$ cat src/hdl/bitmap_block_allocator_core_macros.svh
// assertion macros for the bitmap block allocator
`ifndef BITMAP_BLOCK_ALLOCATOR_CORE_MACROS_SVH
`define BITMAP_BLOCK_ALLOCATOR_CORE_MACROS_SVH

// same-cycle implication
`ifndef SYNTHESIS
`define BBA_ASSERT_IMPLIES(label, clk, rst_n, ante, cons) \
  label: assert property (@(posedge clk) disable iff (!rst_n) (ante) |-> (cons)) \
    else $error("bitmap allocator check failed");
`else
`define BBA_ASSERT_IMPLIES(label, clk, rst_n, ante, cons)
`endif

// next-cycle implication
`ifndef SYNTHESIS
`define BBA_ASSERT_NEXT(label, clk, rst_n, ante, cons) \
  label: assert property (@(posedge clk) disable iff (!rst_n) (ante) |=> (cons)) \
    else $error("bitmap allocator sequencing check failed");
`else
`define BBA_ASSERT_NEXT(label, clk, rst_n, ante, cons)
`endif

`endif

$ cat src/hdl/bba_pkg.sv
// shared types, codes and widths of the bitmap block allocator
package bba_pkg;

  localparam int ADDR_BITS      = 32;
  localparam int BSIZE_W        = 17;
  localparam int BCOUNT_W       = 7;
  localparam int STATUS_W       = 2;
  localparam int CFG_IDX_W      = 2;
  localparam int CFG_DATA_W     = 32;
  localparam int GROUP_BITS     = 8;
  localparam int DEF_MAX_BLOCKS = 64;

  // operation codes
  localparam logic OP_ALLOC = 1'b0;
  localparam logic OP_FREE  = 1'b1;

  // result status codes
  localparam logic [STATUS_W-1:0] ST_DONE    = 2'd0;
  localparam logic [STATUS_W-1:0] ST_NO_FREE = 2'd1;
  localparam logic [STATUS_W-1:0] ST_OUTSIDE = 2'd2;

  // register indexes
  localparam logic [CFG_IDX_W-1:0] REG_HEAP_BASE   = 2'd0;
  localparam logic [CFG_IDX_W-1:0] REG_BLOCK_SIZE  = 2'd1;
  localparam logic [CFG_IDX_W-1:0] REG_BLOCK_COUNT = 2'd2;

  // register reset values
  localparam logic [ADDR_BITS-1:0] RST_HEAP_BASE   = '0;
  localparam logic [BSIZE_W-1:0]   RST_BLOCK_SIZE  = 17'd64;
  localparam logic [BCOUNT_W-1:0]  RST_BLOCK_COUNT = 7'd64;

  typedef enum logic [2:0] {
    S_IDLE,
    S_PREP,
    S_CHECK,
    S_SCAN,
    S_MUL,
    S_ADDR,
    S_DIV,
    S_DONE
  } state_t;

  // controller to datapath
  typedef struct packed {
    logic capture;
    logic prep;
    logic check;
    logic div_start;
    logic scan;
    logic mul;
    logic addr;
    logic clear;
    logic out_load;
  } cmd_t;

  // datapath to controller
  typedef struct packed {
    logic is_free;
    logic inside_now;
    logic found;
    logic scan_last;
    logic div_done;
  } sts_t;

endpackage

$ cat src/hdl/bba_in_if.sv
// request channel: operation and address
interface bba_in_if;
  logic                          valid;
  logic                          ready;
  logic                          operation;
  logic [bba_pkg::ADDR_BITS-1:0] address;

  modport source (output valid, operation, address, input ready);
  modport sink   (input valid, operation, address, output ready);
endinterface

$ cat src/hdl/bba_out_if.sv
// result channel: status, block address and region flag
interface bba_out_if;
  logic                          valid;
  logic                          ready;
  logic [bba_pkg::STATUS_W-1:0]  status;
  logic [bba_pkg::ADDR_BITS-1:0] block_address;
  logic                          in_region;

  modport source (output valid, status, block_address, in_region, input ready);
  modport sink   (input valid, status, block_address, in_region, output ready);
endinterface

$ cat src/hdl/bba_div.sv
// restoring divider, one quotient bit per cycle, for a quotient known to fit QB bits
module bba_div #(
  parameter int QB = 6,
  parameter int RW = 32,
  parameter int DW = 17
) (
  input  logic          clk,
  input  logic          rst_n,
  input  logic          start,
  input  logic [RW-1:0] dividend,
  input  logic [DW-1:0] divisor,
  output logic          done,
  output logic [QB-1:0] quotient
);

  localparam int SBW = (QB > 1) ? $clog2(QB) : 1;

  logic [RW-1:0]  rem_r, rem_nxt;
  logic [RW-1:0]  dsh_r, dsh_nxt;
  logic [QB-1:0]  quo_r, quo_nxt;
  logic [SBW-1:0] step_r, step_nxt;
  logic           busy_r, busy_nxt;
  logic           done_r, done_nxt;
  logic           fits;

  // trial subtract of the shifted divisor
  assign fits = (rem_r >= dsh_r);

  always_comb begin
    rem_nxt  = rem_r;
    dsh_nxt  = dsh_r;
    quo_nxt  = quo_r;
    step_nxt = step_r;
    busy_nxt = busy_r;
    done_nxt = 1'b0;
    if (start) begin
      rem_nxt  = dividend;
      dsh_nxt  = RW'(divisor) << (QB - 1);
      quo_nxt  = '0;
      step_nxt = '0;
      busy_nxt = 1'b1;
    end else if (busy_r) begin
      if (fits) begin
        rem_nxt = rem_r - dsh_r;
      end
      quo_nxt  = QB'({quo_r, fits});
      dsh_nxt  = dsh_r >> 1;
      step_nxt = step_r + SBW'(1);
      if (step_r == SBW'(QB - 1)) begin
        busy_nxt = 1'b0;
        done_nxt = 1'b1;
      end
    end
  end

  // control state
  always_ff @(posedge clk) begin
    if (!rst_n) begin
      busy_r <= 1'b0;
      done_r <= 1'b0;
    end else begin
      busy_r <= busy_nxt;
      done_r <= done_nxt;
    end
  end

  // working registers
  always_ff @(posedge clk) begin
    rem_r  <= rem_nxt;
    dsh_r  <= dsh_nxt;
    quo_r  <= quo_nxt;
    step_r <= step_nxt;
  end

  assign done     = done_r;
  assign quotient = quo_r;

endmodule

$ cat src/hdl/bba_ctrl.sv
// sequencer of the bitmap block allocator
module bba_ctrl (
  input  logic          clk,
  input  logic          rst_n,
  input  logic          in_valid,
  output logic          in_ready,
  output logic          out_valid,
  input  logic          out_ready,
  input  bba_pkg::sts_t sts,
  output bba_pkg::cmd_t cmd
);

  bba_pkg::state_t state_r, state_nxt;
  logic            out_valid_r, out_valid_nxt;
  logic            out_free;

  // output register can take a new result
  assign out_free = !out_valid_r || out_ready;

  // next state
  always_comb begin
    state_nxt = state_r;
    case (state_r)
      bba_pkg::S_IDLE: begin
        if (in_valid) state_nxt = bba_pkg::S_PREP;
      end
      bba_pkg::S_PREP: begin
        state_nxt = bba_pkg::S_CHECK;
      end
      bba_pkg::S_CHECK: begin
        if (!sts.is_free) state_nxt = bba_pkg::S_SCAN;
        else if (sts.inside_now) state_nxt = bba_pkg::S_DIV;
        else state_nxt = bba_pkg::S_DONE;
      end
      bba_pkg::S_SCAN: begin
        if (sts.found) state_nxt = bba_pkg::S_MUL;
        else if (sts.scan_last) state_nxt = bba_pkg::S_DONE;
      end
      bba_pkg::S_MUL: begin
        state_nxt = bba_pkg::S_ADDR;
      end
      bba_pkg::S_ADDR: begin
        state_nxt = bba_pkg::S_DONE;
      end
      bba_pkg::S_DIV: begin
        if (sts.div_done) state_nxt = bba_pkg::S_DONE;
      end
      bba_pkg::S_DONE: begin
        if (out_free) state_nxt = bba_pkg::S_IDLE;
      end
      default: begin
        state_nxt = bba_pkg::S_IDLE;
      end
    endcase
  end

  // commands and handshake outputs
  always_comb begin
    cmd           = '0;
    in_ready      = 1'b0;
    out_valid_nxt = out_valid_r && !out_ready;
    case (state_r)
      bba_pkg::S_IDLE: begin
        in_ready    = 1'b1;
        cmd.capture = in_valid;
      end
      bba_pkg::S_PREP: begin
        cmd.prep = 1'b1;
      end
      bba_pkg::S_CHECK: begin
        cmd.check     = 1'b1;
        cmd.div_start = sts.is_free && sts.inside_now;
      end
      bba_pkg::S_SCAN: begin
        cmd.scan = 1'b1;
      end
      bba_pkg::S_MUL: begin
        cmd.mul = 1'b1;
      end
      bba_pkg::S_ADDR: begin
        cmd.addr = 1'b1;
      end
      bba_pkg::S_DIV: begin
        cmd.clear = sts.div_done;
      end
      bba_pkg::S_DONE: begin
        cmd.out_load = out_free;
        if (out_free) out_valid_nxt = 1'b1;
      end
      default: begin
        cmd = '0;
      end
    endcase
  end

  always_ff @(posedge clk) begin
    if (!rst_n) begin
      state_r     <= bba_pkg::S_IDLE;
      out_valid_r <= 1'b0;
    end else begin
      state_r     <= state_nxt;
      out_valid_r <= out_valid_nxt;
    end
  end

  assign out_valid = out_valid_r;

endmodule

$ cat src/hdl/bba_dp.sv
// datapath: registers, used map, group scan, multiply and divider
module bba_dp #(
  parameter int MAX_BLOCKS = bba_pkg::DEF_MAX_BLOCKS
) (
  input  logic                            clk,
  input  logic                            rst_n,
  input  logic                            cfg_we,
  input  logic [bba_pkg::CFG_IDX_W-1:0]   cfg_index,
  input  logic [bba_pkg::CFG_DATA_W-1:0]  cfg_data,
  input  logic                            in_operation,
  input  logic [bba_pkg::ADDR_BITS-1:0]   in_address,
  input  bba_pkg::cmd_t                   cmd,
  output bba_pkg::sts_t                   sts,
  output logic [bba_pkg::STATUS_W-1:0]    out_status,
  output logic [bba_pkg::ADDR_BITS-1:0]   out_block_address,
  output logic                            out_in_region
);

  localparam int AW  = bba_pkg::ADDR_BITS;
  localparam int BW  = bba_pkg::BSIZE_W;
  localparam int NW  = bba_pkg::BCOUNT_W;
  localparam int GB  = bba_pkg::GROUP_BITS;
  localparam int GSH = $clog2(GB);
  localparam int CW  = $clog2(MAX_BLOCKS + 1);
  localparam int QB  = (MAX_BLOCKS > 1) ? $clog2(MAX_BLOCKS) : 1;
  localparam int NG  = (MAX_BLOCKS + GB - 1) / GB;
  localparam int GW  = (NG > 1) ? $clog2(NG) : 1;
  localparam int PW  = GW + GSH;
  localparam int SW  = BW + CW;
  localparam int RW  = (SW > AW) ? SW : AW;
  localparam int CPW = ((PW > CW) ? PW : CW) + 1;
  localparam int MW  = QB + BW;

  // configuration registers
  logic [AW-1:0] base_r;
  logic [BW-1:0] bsize_r;
  logic [NW-1:0] bcount_r;

  // used map, one bit per block
  logic [MAX_BLOCKS-1:0] used_r, used_nxt;

  // item registers
  logic                       op_r;
  logic [AW-1:0]              addr_r;
  logic [AW-1:0]              offset_r;
  logic                       ge_r;
  logic [SW-1:0]              size_r;
  logic                       inside_r;
  logic [GW-1:0]              grp_r;
  logic [QB-1:0]              idx_r;
  logic [MW-1:0]              prod_r;
  logic [bba_pkg::STATUS_W-1:0] res_status_r;
  logic [AW-1:0]              res_baddr_r;
  logic [bba_pkg::STATUS_W-1:0] out_status_r;
  logic [AW-1:0]              out_baddr_r;
  logic                       out_region_r;

  logic [CW-1:0]      n_cur;
  logic [CW-1:0]      n_new;
  logic               inside_now;
  logic [NG*GB-1:0]   used_pad;
  logic [GB-1:0]      grp_word;
  logic [GB-1:0]      avail;
  logic               found;
  logic [GSH-1:0]     jsel;
  logic               scan_last;
  logic [QB-1:0]      idx_found;
  logic               div_done;
  logic [QB-1:0]      quotient;

  // block count saturated at the map size
  function automatic logic [CW-1:0] sat_count(input logic [NW-1:0] c);
    logic [CW-1:0] r;
    if (int'(c) > MAX_BLOCKS) r = CW'(MAX_BLOCKS);
    else r = CW'(c);
    return r;
  endfunction

  assign n_cur = sat_count(bcount_r);
  assign n_new = sat_count(cfg_data[NW-1:0]);

  // membership test against the registered size
  assign inside_now = ge_r && (RW'(offset_r) < RW'(size_r));

  // one group of map bits per scan step
  assign used_pad = (NG*GB)'(used_r);
  assign grp_word = used_pad[{grp_r, GSH'(0)} +: GB];

  always_comb begin
    for (int j = 0; j < GB; j++) begin
      avail[j] = !grp_word[j] && (CPW'({grp_r, GSH'(j)}) < CPW'(n_cur));
    end
  end

  // lowest free bit in the group
  always_comb begin
    found = 1'b0;
    jsel  = '0;
    for (int j = GB - 1; j >= 0; j--) begin
      if (avail[j]) begin
        found = 1'b1;
        jsel  = GSH'(j);
      end
    end
  end

  assign scan_last = (grp_r == GW'(NG - 1)) ||
                     (CPW'({grp_r, GSH'(0)}) + CPW'(GB) >= CPW'(n_cur));
  assign idx_found = QB'({grp_r, jsel});

  // used map update: resize clear, allocate set, free clear
  always_comb begin
    used_nxt = used_r;
    if (cfg_we && cfg_index == bba_pkg::REG_BLOCK_COUNT) begin
      for (int i = 0; i < MAX_BLOCKS; i++) begin
        if (i >= int'(n_new)) used_nxt[i] = 1'b0;
      end
    end
    if (cmd.scan && found) begin
      for (int i = 0; i < MAX_BLOCKS; i++) begin
        if (i == int'(idx_found)) used_nxt[i] = 1'b1;
      end
    end
    if (cmd.clear) begin
      for (int i = 0; i < MAX_BLOCKS; i++) begin
        if (i == int'(quotient)) used_nxt[i] = 1'b0;
      end
    end
  end

  // configuration and map state
  always_ff @(posedge clk) begin
    if (!rst_n) begin
      base_r   <= bba_pkg::RST_HEAP_BASE;
      bsize_r  <= bba_pkg::RST_BLOCK_SIZE;
      bcount_r <= bba_pkg::RST_BLOCK_COUNT;
      used_r   <= '0;
    end else begin
      used_r <= used_nxt;
      if (cfg_we) begin
        case (cfg_index)
          bba_pkg::REG_HEAP_BASE:   base_r   <= cfg_data[AW-1:0];
          bba_pkg::REG_BLOCK_SIZE:  bsize_r  <= cfg_data[BW-1:0];
          bba_pkg::REG_BLOCK_COUNT: bcount_r <= cfg_data[NW-1:0];
          default: ;
        endcase
      end
    end
  end

  // per-item payload registers
  always_ff @(posedge clk) begin
    if (cmd.capture) begin
      op_r   <= in_operation;
      addr_r <= in_address;
    end
    if (cmd.prep) begin
      size_r   <= SW'(bsize_r) * SW'(n_cur);
      offset_r <= addr_r - base_r;
      ge_r     <= (addr_r >= base_r);
      grp_r    <= '0;
    end
    if (cmd.check) begin
      inside_r    <= inside_now;
      res_baddr_r <= '0;
      if (op_r == bba_pkg::OP_FREE && !inside_now) res_status_r <= bba_pkg::ST_OUTSIDE;
      else res_status_r <= bba_pkg::ST_DONE;
    end
    if (cmd.scan) begin
      if (found) idx_r <= idx_found;
      else if (scan_last) res_status_r <= bba_pkg::ST_NO_FREE;
      else grp_r <= grp_r + GW'(1);
    end
    if (cmd.mul) begin
      prod_r <= MW'(idx_r) * MW'(bsize_r);
    end
    if (cmd.addr) begin
      res_baddr_r <= base_r + AW'(prod_r);
    end
    if (cmd.out_load) begin
      out_status_r <= res_status_r;
      out_baddr_r  <= res_baddr_r;
      out_region_r <= inside_r;
    end
  end

  // offset divided by block size gives the block index
  bba_div #(
    .QB (QB),
    .RW (RW),
    .DW (BW)
  ) u_div (
    .clk      (clk),
    .rst_n    (rst_n),
    .start    (cmd.div_start),
    .dividend (RW'(offset_r)),
    .divisor  (bsize_r),
    .done     (div_done),
    .quotient (quotient)
  );

  assign sts.is_free    = (op_r == bba_pkg::OP_FREE);
  assign sts.inside_now = inside_now;
  assign sts.found      = found;
  assign sts.scan_last  = scan_last;
  assign sts.div_done   = div_done;

  assign out_status        = out_status_r;
  assign out_block_address = out_baddr_r;
  assign out_in_region     = out_region_r;

endmodule

$ cat src/hdl/bitmap_block_allocator_core.sv
// top level of the bitmap block allocator
//
//   channel  | direction | beat contents
//   ---------+-----------+-------------------------------------------
//   in_bus   | in        | operation, address
//   out_bus  | out       | status, block_address, in_region
//   cfg_*    | in        | write enable, register index, write data
//
// one item at a time; an allocate scans the used map in groups of
// eight map bits, up to ceil(MAX_BLOCKS/8) groups, and stops at the first free bit
// a free inside the region finds its block index with the one-bit-per-cycle divider
// the next request is taken while the last result still waits in the output register
// a stalled result holds the sequencer in its final state until out_bus is ready
// synchronous active-low reset frees every block and loads the register defaults
`include "bitmap_block_allocator_core_macros.svh"

module bitmap_block_allocator_core #(
  parameter int MAX_BLOCKS = bba_pkg::DEF_MAX_BLOCKS
) (
  input  logic                           clk,
  input  logic                           rst_n,
  bba_in_if.sink                         in_bus,
  bba_out_if.source                      out_bus,
  input  logic                           cfg_we,
  input  logic [bba_pkg::CFG_IDX_W-1:0]  cfg_index,
  input  logic [bba_pkg::CFG_DATA_W-1:0] cfg_data
);

  bba_pkg::cmd_t cmd;
  bba_pkg::sts_t sts;

  // sequencer
  bba_ctrl u_ctrl (
    .clk       (clk),
    .rst_n     (rst_n),
    .in_valid  (in_bus.valid),
    .in_ready  (in_bus.ready),
    .out_valid (out_bus.valid),
    .out_ready (out_bus.ready),
    .sts       (sts),
    .cmd       (cmd)
  );

  // datapath
  bba_dp #(
    .MAX_BLOCKS (MAX_BLOCKS)
  ) u_dp (
    .clk               (clk),
    .rst_n             (rst_n),
    .cfg_we            (cfg_we),
    .cfg_index         (cfg_index),
    .cfg_data          (cfg_data),
    .in_operation      (in_bus.operation),
    .in_address        (in_bus.address),
    .cmd               (cmd),
    .sts               (sts),
    .out_status        (out_bus.status),
    .out_block_address (out_bus.block_address),
    .out_in_region     (out_bus.in_region)
  );

  // checks
  `BBA_ASSERT_NEXT(a_busy_after_accept, clk, rst_n, in_bus.valid && in_bus.ready, !in_bus.ready)
  `BBA_ASSERT_IMPLIES(a_no_free_zero_addr, clk, rst_n, out_bus.valid && out_bus.status == bba_pkg::ST_NO_FREE, out_bus.block_address == '0)
  `BBA_ASSERT_IMPLIES(a_outside_not_in_region, clk, rst_n, out_bus.valid && out_bus.status == bba_pkg::ST_OUTSIDE, !out_bus.in_region)

endmodule

$ cat src/flat_wrapper.sv
// flat-port wrapper written by rule: the top's interface ports become plain ports
module bitmap_block_allocator_core_flat 
#(
  parameter int MAX_BLOCKS = bba_pkg::DEF_MAX_BLOCKS
)
  (clk, rst_n, cfg_we, cfg_index, cfg_data, in_bus_valid, in_bus_operation, in_bus_address, in_bus_ready, out_bus_valid, out_bus_status, out_bus_block_address, out_bus_in_region, out_bus_ready);
  bba_in_if in_bus_i ();
  bba_out_if out_bus_i ();
  input  logic clk;
  input  logic rst_n;
  input  logic cfg_we;
  input  logic [bba_pkg::CFG_IDX_W-1:0] cfg_index;
  input  logic [bba_pkg::CFG_DATA_W-1:0] cfg_data;
  input wire logic [$bits(in_bus_i.valid)-1:0] in_bus_valid;
  input wire logic [$bits(in_bus_i.operation)-1:0] in_bus_operation;
  input wire logic [$bits(in_bus_i.address)-1:0] in_bus_address;
  output wire logic [$bits(in_bus_i.ready)-1:0] in_bus_ready;
  output wire logic [$bits(out_bus_i.valid)-1:0] out_bus_valid;
  output wire logic [$bits(out_bus_i.status)-1:0] out_bus_status;
  output wire logic [$bits(out_bus_i.block_address)-1:0] out_bus_block_address;
  output wire logic [$bits(out_bus_i.in_region)-1:0] out_bus_in_region;
  input wire logic [$bits(out_bus_i.ready)-1:0] out_bus_ready;
  assign in_bus_i.valid = in_bus_valid;
  assign in_bus_i.operation = in_bus_operation;
  assign in_bus_i.address = in_bus_address;
  assign in_bus_ready = in_bus_i.ready;
  assign out_bus_valid = out_bus_i.valid;
  assign out_bus_status = out_bus_i.status;
  assign out_bus_block_address = out_bus_i.block_address;
  assign out_bus_in_region = out_bus_i.in_region;
  assign out_bus_i.ready = out_bus_ready;
  bitmap_block_allocator_core #(.MAX_BLOCKS(MAX_BLOCKS)) u_core (.clk(clk), .rst_n(rst_n), .in_bus(in_bus_i), .out_bus(out_bus_i), .cfg_we(cfg_we), .cfg_index(cfg_index), .cfg_data(cfg_data));
endmodule
$ cat config.mk
export PLATFORM = sky130hd
export DESIGN_NAME = bitmap_block_allocator_core_flat
export DESIGN_NICKNAME = d
export VERILOG_FILES = /design/src/hdl/bba_pkg.sv /design/src/hdl/bba_in_if.sv /design/src/hdl/bba_out_if.sv /design/src/hdl/bba_div.sv /design/src/hdl/bba_ctrl.sv /design/src/hdl/bba_dp.sv /design/src/hdl/bitmap_block_allocator_core.sv /design/src/flat_wrapper.sv
export VERILOG_INCLUDE_DIRS = /design/src /design/src/hdl
export SDC_FILE = /design/constraint.sdc
export NUM_CORES = 1
export LEC_CHECK = 0
export ABC_AREA = 1
export BUFFER_PORTS_ARGS = -buffer_cell sky130_fd_sc_hd__buf_2
export CORE_UTILIZATION = 30
export DETAILED_ROUTE_END_ITERATION = 10
export GPL_TIMING_DRIVEN = 0
export PLACE_DENSITY = 0.49
export SYNTH_ARGS = -nofsm -noshare
export SYNTH_HDL_FRONTEND = slang
export SYNTH_SLANG_ARGS = --single-unit
$ cat constraint.sdc
create_clock -name clk -period 14.7 [get_ports clk]
set_input_delay 2.94 -clock clk [delete_from_list [all_inputs] [get_ports clk]]
set_output_delay 2.94 -clock clk [all_outputs]
set_load 0.02 [all_outputs]
==> results.py, run 1 <==
metrics = {
    "detailed_routing": {
        "viasPerCell": 4.89,
        "drt_iter0_markers": 1689,
        "dr_total_vias": 23400,
        "drc_errors": 0,
        "drtPass1Iterations": 8,
        "ant_nets": 0,
        "wire_per_inst_um": 19.2,
        "drt_wl_total_um": 92100,
    },
    "logic_synthesis": {
        "synthCells": 3408,
        "synth_edf_count": 236,
        "yosysTopAreaCell": "edfxtp_1",
        "avgSynthCellArea_um2": 8.09,
        "synth.area.top_cells": "edfxtp_1, dfxtp_1, fa_1, ha_1, nand2_1",
        "syn_area_um2": 27600,
        "synth.distinct_cells": 57,
        "ys_seq_area_share_pct": 36.2,
        "syn-num-nets": 3803,
        "synth-main-ff-cell": "edfxtp_1",
        "yosysTopAreaCellShare_pct": 25.7,
        "ys_ff_latch": 381,
        "async_reset_ff_share_pct": 0,
        "yosys_warnings": 0,
    },
    "sta": {
        "rsz0062_at_grt": "no",
        "slew_headroom_pct": 12.6,
        "finalHoldViolCount": 0,
        "worst_pin_slew_ns": 1.30,
        "final-max-slew-violation-count": 0,
        "timing.clock.skew_ns": 0.0406,
        "max_freq_mhz": 154,
        "min_period_over_period_pct": 44.1,
        "setup_tns_ns": 0,
        "finalCriticalPeriod_ns": 6.48,
        "holdWs_ns": 0.418,
        "setup_violations": 0,
    },
    "pwr": {
        "switchingPower_mw": 1.21,
        "comb_power_share_pct": 25.9,
        "p_int_mw": 2.39,
        "seqPwrFrac_pct": 40.0,
        "p_per_area_nw_per_um2": 115,
        "worst_ir_drop_vdd_uv": 92.5,
        "power_leakage_nw": 13.8,
        "power_frac_clock_pct": 34.2,
        "p_sw_share_pct": 33.7,
    },
    "placement": {
        "routabilityCongestion": 0.951,
        "dp.cells": 4699,
        "io_buffers": 106,
        "dp_hpwl_um": 73300,
    },
    "layout": {
        "final-instance-count-excl-fill": 4787,
        "n_fill_cell": 9680,
        "seqCellArea_um2": 9990,
        "fin_nets": 3967,
        "multi_input_area_um2": 14900,
        "drive_gt1_share_pct": 7.78,
        "area_growth_pct": 13.7,
        "fin_util_pct": 34.6,
    },
    "floorplanning": {
        "die-area_um2": 93100,
        "initial_core_util_pct": 30.4,
        "core_area_um2": 90600,
        "io_pins": 109,
        "std_cell_rows": 110,
        "die_y_um": 305,
        "fp.dieW_um": 305,
    },
    "global_route": {
        "grt.total_usage_pct": 19.6,
        "grt_pass1_vias": 23100,
        "grt_first_pass_wirelength_um": 139000,
        "grt_overflow": 0,
        "antenna_found_initial": 2,
        "grt_start_max_net_pins": 33,
    },
    "worst_setup_path": {
        "cp_data_required_time_ns": 15.05,
        "start_kind": "register",
        "crit_fanout": 11,
        "cp-end-kind": "register",
        "arrival_ns": 6.83,
        "crit_type": "register to register",
    },
    "clocking": {
        "cts_tree": "done",
        "cts_root_buf": "clkbuf_16",
        "cts.clk_slew.worst_paths_ns": 0.06,
        "cts_hold_buffers": 0,
        "clockBufferDepth": 3,
        "numCtsBuffers": 47,
        "cts_resized": 0,
        "clk-insertion-delay-late_ns": 0.61,
        "cts_setup_buffers": 0,
        "htreeDepth": 2,
        "cts_sinks": 381,
    },
    "hold_path": {
        "hp-class": "register to register",
    },
    "status": {
        "outcome": "finished, final reports clean",
    },
    "flow_run": {
        "drv_cap": 0,
    },
}
==> path summary, 6_finish.rpt <==
| path | slack (ns) | depth (start not counted) | startpoint | end |
|---|---|---|---|---|
| hold reg to reg | 0.42 | 0 | u_core.u_dp.res_baddr_r[20] | u_core.u_dp.out_block_address[20] |
| hold / removal | 0.42 | 0 | u_core.u_dp.res_baddr_r[20] | u_core.u_dp.out_block_address[20] |
| setup reg to reg | 8.22 | 24 | u_core.u_dp.bcount_r[1] | u_core.u_dp.size_r[22] |
| setup / recovery | 8.22 | 24 | u_core.u_dp.bcount_r[1] | u_core.u_dp.size_r[22] |
==> cell type report <==
class | instances | share of cell area [%]
buffer | 113 | 1.66
sequential | 381 | 31.9
multi-input combinational | 2335 | 47.6
inverter | 579 | 6.93
timing repair buffer | 115 | 2.06
clock buffer | 55 | 3.94
tap | 1176 | 4.69
antenna | 1 | 0.00798
clock inverter | 32 | 1.23
==> kinds of logic (layout without fill, tap and decap cells) <==
logic type,count (synthesis),after routing,share of synthesized area (%)
and+or+nand+nor,1213,1213,18.6
AOI/OAI and AO/OA,701,701,13.8
buffers and inverters,692,894,9.77
DFF,381,381,36.2
adders and majority gates,323,323,18.4
xor gates and xnor gates,98,98,3.11
other,0,1,0
==> sequential cells by signal, summed over array words and instances, names as in the netlist, 7 cells and up <==
name,flops
u_core.u_dp.bsize_r,17
u_core.u_dp.u_div.rem_r,32
u_core.u_dp.base_r,32
u_core.u_dp.addr_r,32
u_core.u_dp.out_block_address,32
u_core.u_dp.prod_r,23
u_core.u_dp.used_pad,64
u_core.u_dp.res_baddr_r,32
u_core.u_dp.bcount_r,7
u_core.u_dp.u_div.dsh_r,22
u_core.u_dp.size_r,24
u_core.u_dp.offset_r,32
==> power groups by stage <==
stage | clock [mW] | sequential (mW) | combinational [mW]
6_report | 1.23 | 1.44 | 0.932
5_1_grt | 1.29 | 1.45 | 1.06
4_1_cts | 1.26 | 1.44 | 0.942
3_5_place_dp | 0 | 1.47 | 0.935
3_3_place_gp | 0 | 1.48 | 0.903
2_1_floorplan | 0 | 1.43 | 0.629
==> Yosys cell counts (all sizes together), types with 68 or more instances <==
cell type    n
clkbuf      85
o21ai      303
nand2      617
ha         185
nand3      156
edfxtp     236
a21oi      296
dfxtp      145
nor2       340
xor2        68
fa         138
inv        579
==> layout by cell type, fill, tap and decap left out, types with 12 or more instances in the layout <==
cell	n
nor3_1	23
nand3_1	150
nand2_1	602
edfxtp_1	236
a21boi_0	14
ha_1	185
nand4_1	45
o21a_1	17
fa_1	138
clkbuf_1	89
clkbuf_16	47
dfxtp_1	145
nor2_1	320
a21oi_1	291
buf_2	113
xnor2_1	30
nand2_2	12
xor2_1	68
nor4_1	14
inv_1	573
o211ai_1	28
o21ai_0	297
==> stage by stage <==
stage                     power [mW]  instance area, µm²  setup WS, ns
final                           3.60               31300          8.22
after global routing            3.80               31300          7.80
after CTS                       3.64               31300          8.36
after detailed placement        2.40               29700          8.38
after global placement          2.39               29600          7.18
after floorplan                 2.06               27600          9.42
==> critical path, cell delays in order (launching register included) <==
cell,delay (ns)
dfxtp_1,0.29
clkbuf_2,0.15
nor2_1,0.14
nand3_1,0.08
nand2_1,0.15
inv_1,0.06
nor2_1,0.53
inv_1,0.25
buf_1,0.36
nor2_1,0.22
fa_1,0.47
fa_1,0.52
fa_1,0.55
inv_1,0.06
fa_1,0.55
inv_1,0.05
ha_1,0.36
nand2_1,0.12
nor4_1,0.53
nand4_1,0.17
nand3_1,0.21
a21oi_1,0.10
nor2_1,0.09
nor2_1,0.05
xor2_1,0.13
==> per-layer routing <==
layer / wire length (µm) / share of wire (%) / global-route usage, % / up-vias
met1: 42000 / 46 / 26.3 / 11100
met2: 41600 / 45 / 31.5 / 637
met5: 10 / 0.011 / 0 / -
met3: 5200 / 5.6 / 3.31 / 163
li1: - / - / - / 11500
met4: 3200 / 3.5 / 7.33 / 2
Note: power is estimated with default switching activity, not from simulation.
==> inputs of run 2 (changes only) <==
==> constraint.sdc (replaced) <==
create_clock -name clk -period 6 [get_ports clk]
set_input_delay 1.2 -clock clk [delete_from_list [all_inputs] [get_ports clk]]
set_output_delay 1.2 -clock clk [all_outputs]
set_load 0.02 [all_outputs]
==> results.py, run 2 (synthesis gave the netlist of run 1 again) <==
metrics = {
    "worst_setup_path": {
        "start_kind": "register",
        "cp_top_family": "adder cells",
        "r2r_slack_ns": 0.32,
        "cp_num_cells": 26,
        "rr_endpoint": "u_core.u_dp.size_r[18]",
        "cp_data_required_time_ns": 6.42,
        "worst-path-buf-inv": 7,
        "crit_fanout": 11,
        "arrival_ns": 6.10,
        "max_stage_delay_ns": 0.55,
        "crit_type": "register to register",
        "reg2reg_depth": 26,
        "worstSetupStartpoint": "u_core.u_dp.bcount_r[1]",
        "cp-end-kind": "register",
        "cp_common_cell": "fa_1",
        "slowest_stage": "fa_1",
        "r2r-start": "u_core.u_dp.bcount_r[1]",
        "cp-endpoint": "u_core.u_dp.size_r[18]",
    },
    "detailed_routing": {
        "dr_total_vias": 23400,
        "drt_iter0_markers": 1640,
        "drc_errors": 0,
        "wire_per_inst_um": 19.2,
        "ant_nets": 0,
        "drtPass1Iterations": 5,
        "drt_wl_total_um": 92100,
        "viasPerCell": 4.89,
    },
    "sta": {
        "setup_violations": 0,
        "max_freq_mhz": 176,
        "min_period_over_period_pct": 94.6,
        "setup_tns_ns": 0,
        "worst_pin_slew_ns": 1.27,
        "slew_headroom_pct": 14.6,
        "rsz0062_at_grt": "no",
        "final-max-slew-violation-count": 0,
        "finalCriticalPeriod_ns": 5.68,
        "finalHoldViolCount": 0,
        "holdWs_ns": 0.417,
        "timing.clock.skew_ns": 0.0400,
    },
    "layout": {
        "n_fill_cell": 9674,
        "area_growth_pct": 14.0,
        "fin_nets": 3968,
        "final_common_cell": "nand2_1",
        "drive_gt1_share_pct": 8.22,
        "largest_register_ffs": 64,
        "final-instance-count-excl-fill": 4788,
        "fin_util_pct": 34.7,
        "layout_common_cells": "nand2_1, inv_1, nor2_1, o21ai_0, a21oi_1",
    },
    "global_route": {
        "grt_pass1_vias": 23100,
        "grt.total_usage_pct": 19.6,
        "antenna_found_initial": 2,
        "grt_overflow": 0,
        "grt_first_pass_wirelength_um": 139000,
        "grt_start_max_net_pins": 33,
    },
    "floorplanning": {
        "die-area_um2": 93100,
        "initial_core_util_pct": 30.4,
        "io_pins": 109,
        "die_y_um": 305,
        "fp.dieW_um": 305,
        "std_cell_rows": 110,
        "core_area_um2": 90600,
    },
    "clocking": {
        "cts_hold_buffers": 0,
        "clk-insertion-delay-late_ns": 0.62,
        "cts_tree": "done",
        "cts_root_buf": "clkbuf_16",
        "cts.clk_slew.worst_paths_ns": 0.06,
        "numCtsBuffers": 47,
        "clockBufferDepth": 3,
        "htreeDepth": 2,
        "cts_sinks": 381,
    },
    "pwr": {
        "power_leakage_nw": 13.8,
        "p_per_area_nw_per_um2": 281,
        "worst_ir_drop_vdd_uv": 226,
    },
    "flow_run": {
        "drv_cap": 0,
    },
    "status": {
        "outcome": "finished, final reports clean",
    },
    "placement": {
        "io_buffers": 106,
        "routabilityCongestion": 0.951,
        "dp.cells": 4699,
        "dp_hpwl_um": 73300,
    },
    "hold_path": {
        "hp-class": "register to register",
        "hold-path-cell-count": 0,
    },
}
==> run 2: cell types whose count changed in the layout (fill, tap and decap cells not counted), sizes merged <==
| cell | previous run | this run |
|---|---|---|
| clkbuf | 140 | 141 |
| inv | 584 | 583 |
| clkinvlp | 5 | 6 |
==> run 2: through the flow <==
step	power, mW	cell area (µm²)	setup slack, ns
2_1_floorplan	5.04	27600	0.722
3_3_place_gp	5.85	29600	-1.52
3_5_place_dp	5.89	29700	-0.325
4_1_cts	8.93	31400	0.0211
5_1_grt	9.33	31400	0.0179
6_report	8.83	31400	0.322
==> run 2: layout make-up <==
type | instances | area [µm²] | area share [%]
Clock buffer | 55 | 1240 | 3.93
Inverter | 579 | 2180 | 6.93
Multi-Input combinational cell | 2335 | 15000 | 47.6
Tap cell | 1176 | 1470 | 4.68
Sequential cell | 381 | 9990 | 31.8
Antenna cell | 1 | 2.50 | 0.00796
Timing Repair Buffer | 118 | 668 | 2.13
Clock inverter | 32 | 385 | 1.23
Buffer | 111 | 523 | 1.66
==> run 2: repair_timing <==
| item | CTS | global route |
|---|---|---|
| setup endpoints to repair | 9 | 9 |
| pin swaps | 0 | 1 |
| resized for setup | 5 | 19 |
| buffers inserted | 0 | 3 |
==> run 2: how the worst min path moves through the flow <==
stage | from | endpoint | slack (ns)
floorplan | u_core.u_dp.res_baddr_r[0] | u_core.u_dp.out_block_address[0] | 0.40
global placement | u_core.u_dp.res_baddr_r[29] | u_core.u_dp.out_block_address[29] | 0.40
detailed placement | u_core.u_dp.res_baddr_r[11] | u_core.u_dp.out_block_address[11] | 0.40
CTS | u_core.u_dp.res_baddr_r[30] | u_core.u_dp.out_block_address[30] | 0.42
global route | u_core.u_dp.inside_r | u_core.u_dp.out_in_region | 0.42
finish | u_core.u_dp.res_baddr_r[20] | u_core.u_dp.out_block_address[20] | 0.42
==> run 2: worst reg2reg max path: cells and delay by family (launching register included) <==
kind            cells  cell delay [ns]
compound gates      3             0.39
xor+xnor            1             0.26
fa+ha+maj           5             2.40
buf+inv             7             0.83
flops               1             0.30
simple gates       10             1.33
==> run 2: per-layer routing <==
layer	vias up	routed length (µm)	track usage (%)
met1	11100	42000	26.4
met4	2	3090	7.25
met2	627	41800	31.5
met3	164	5220	3.29
met5	-	10	0
li1	11500	-	-
==> run 2: power breakdown <==
| part | total, mW | switching, mW | internal, mW |
|---|---|---|---|
| combinational | 2.29 | 1.56 | 0.733 |
| clock | 3.01 | 1.22 | 1.79 |
| sequential | 3.53 | 0.199 | 3.33 |
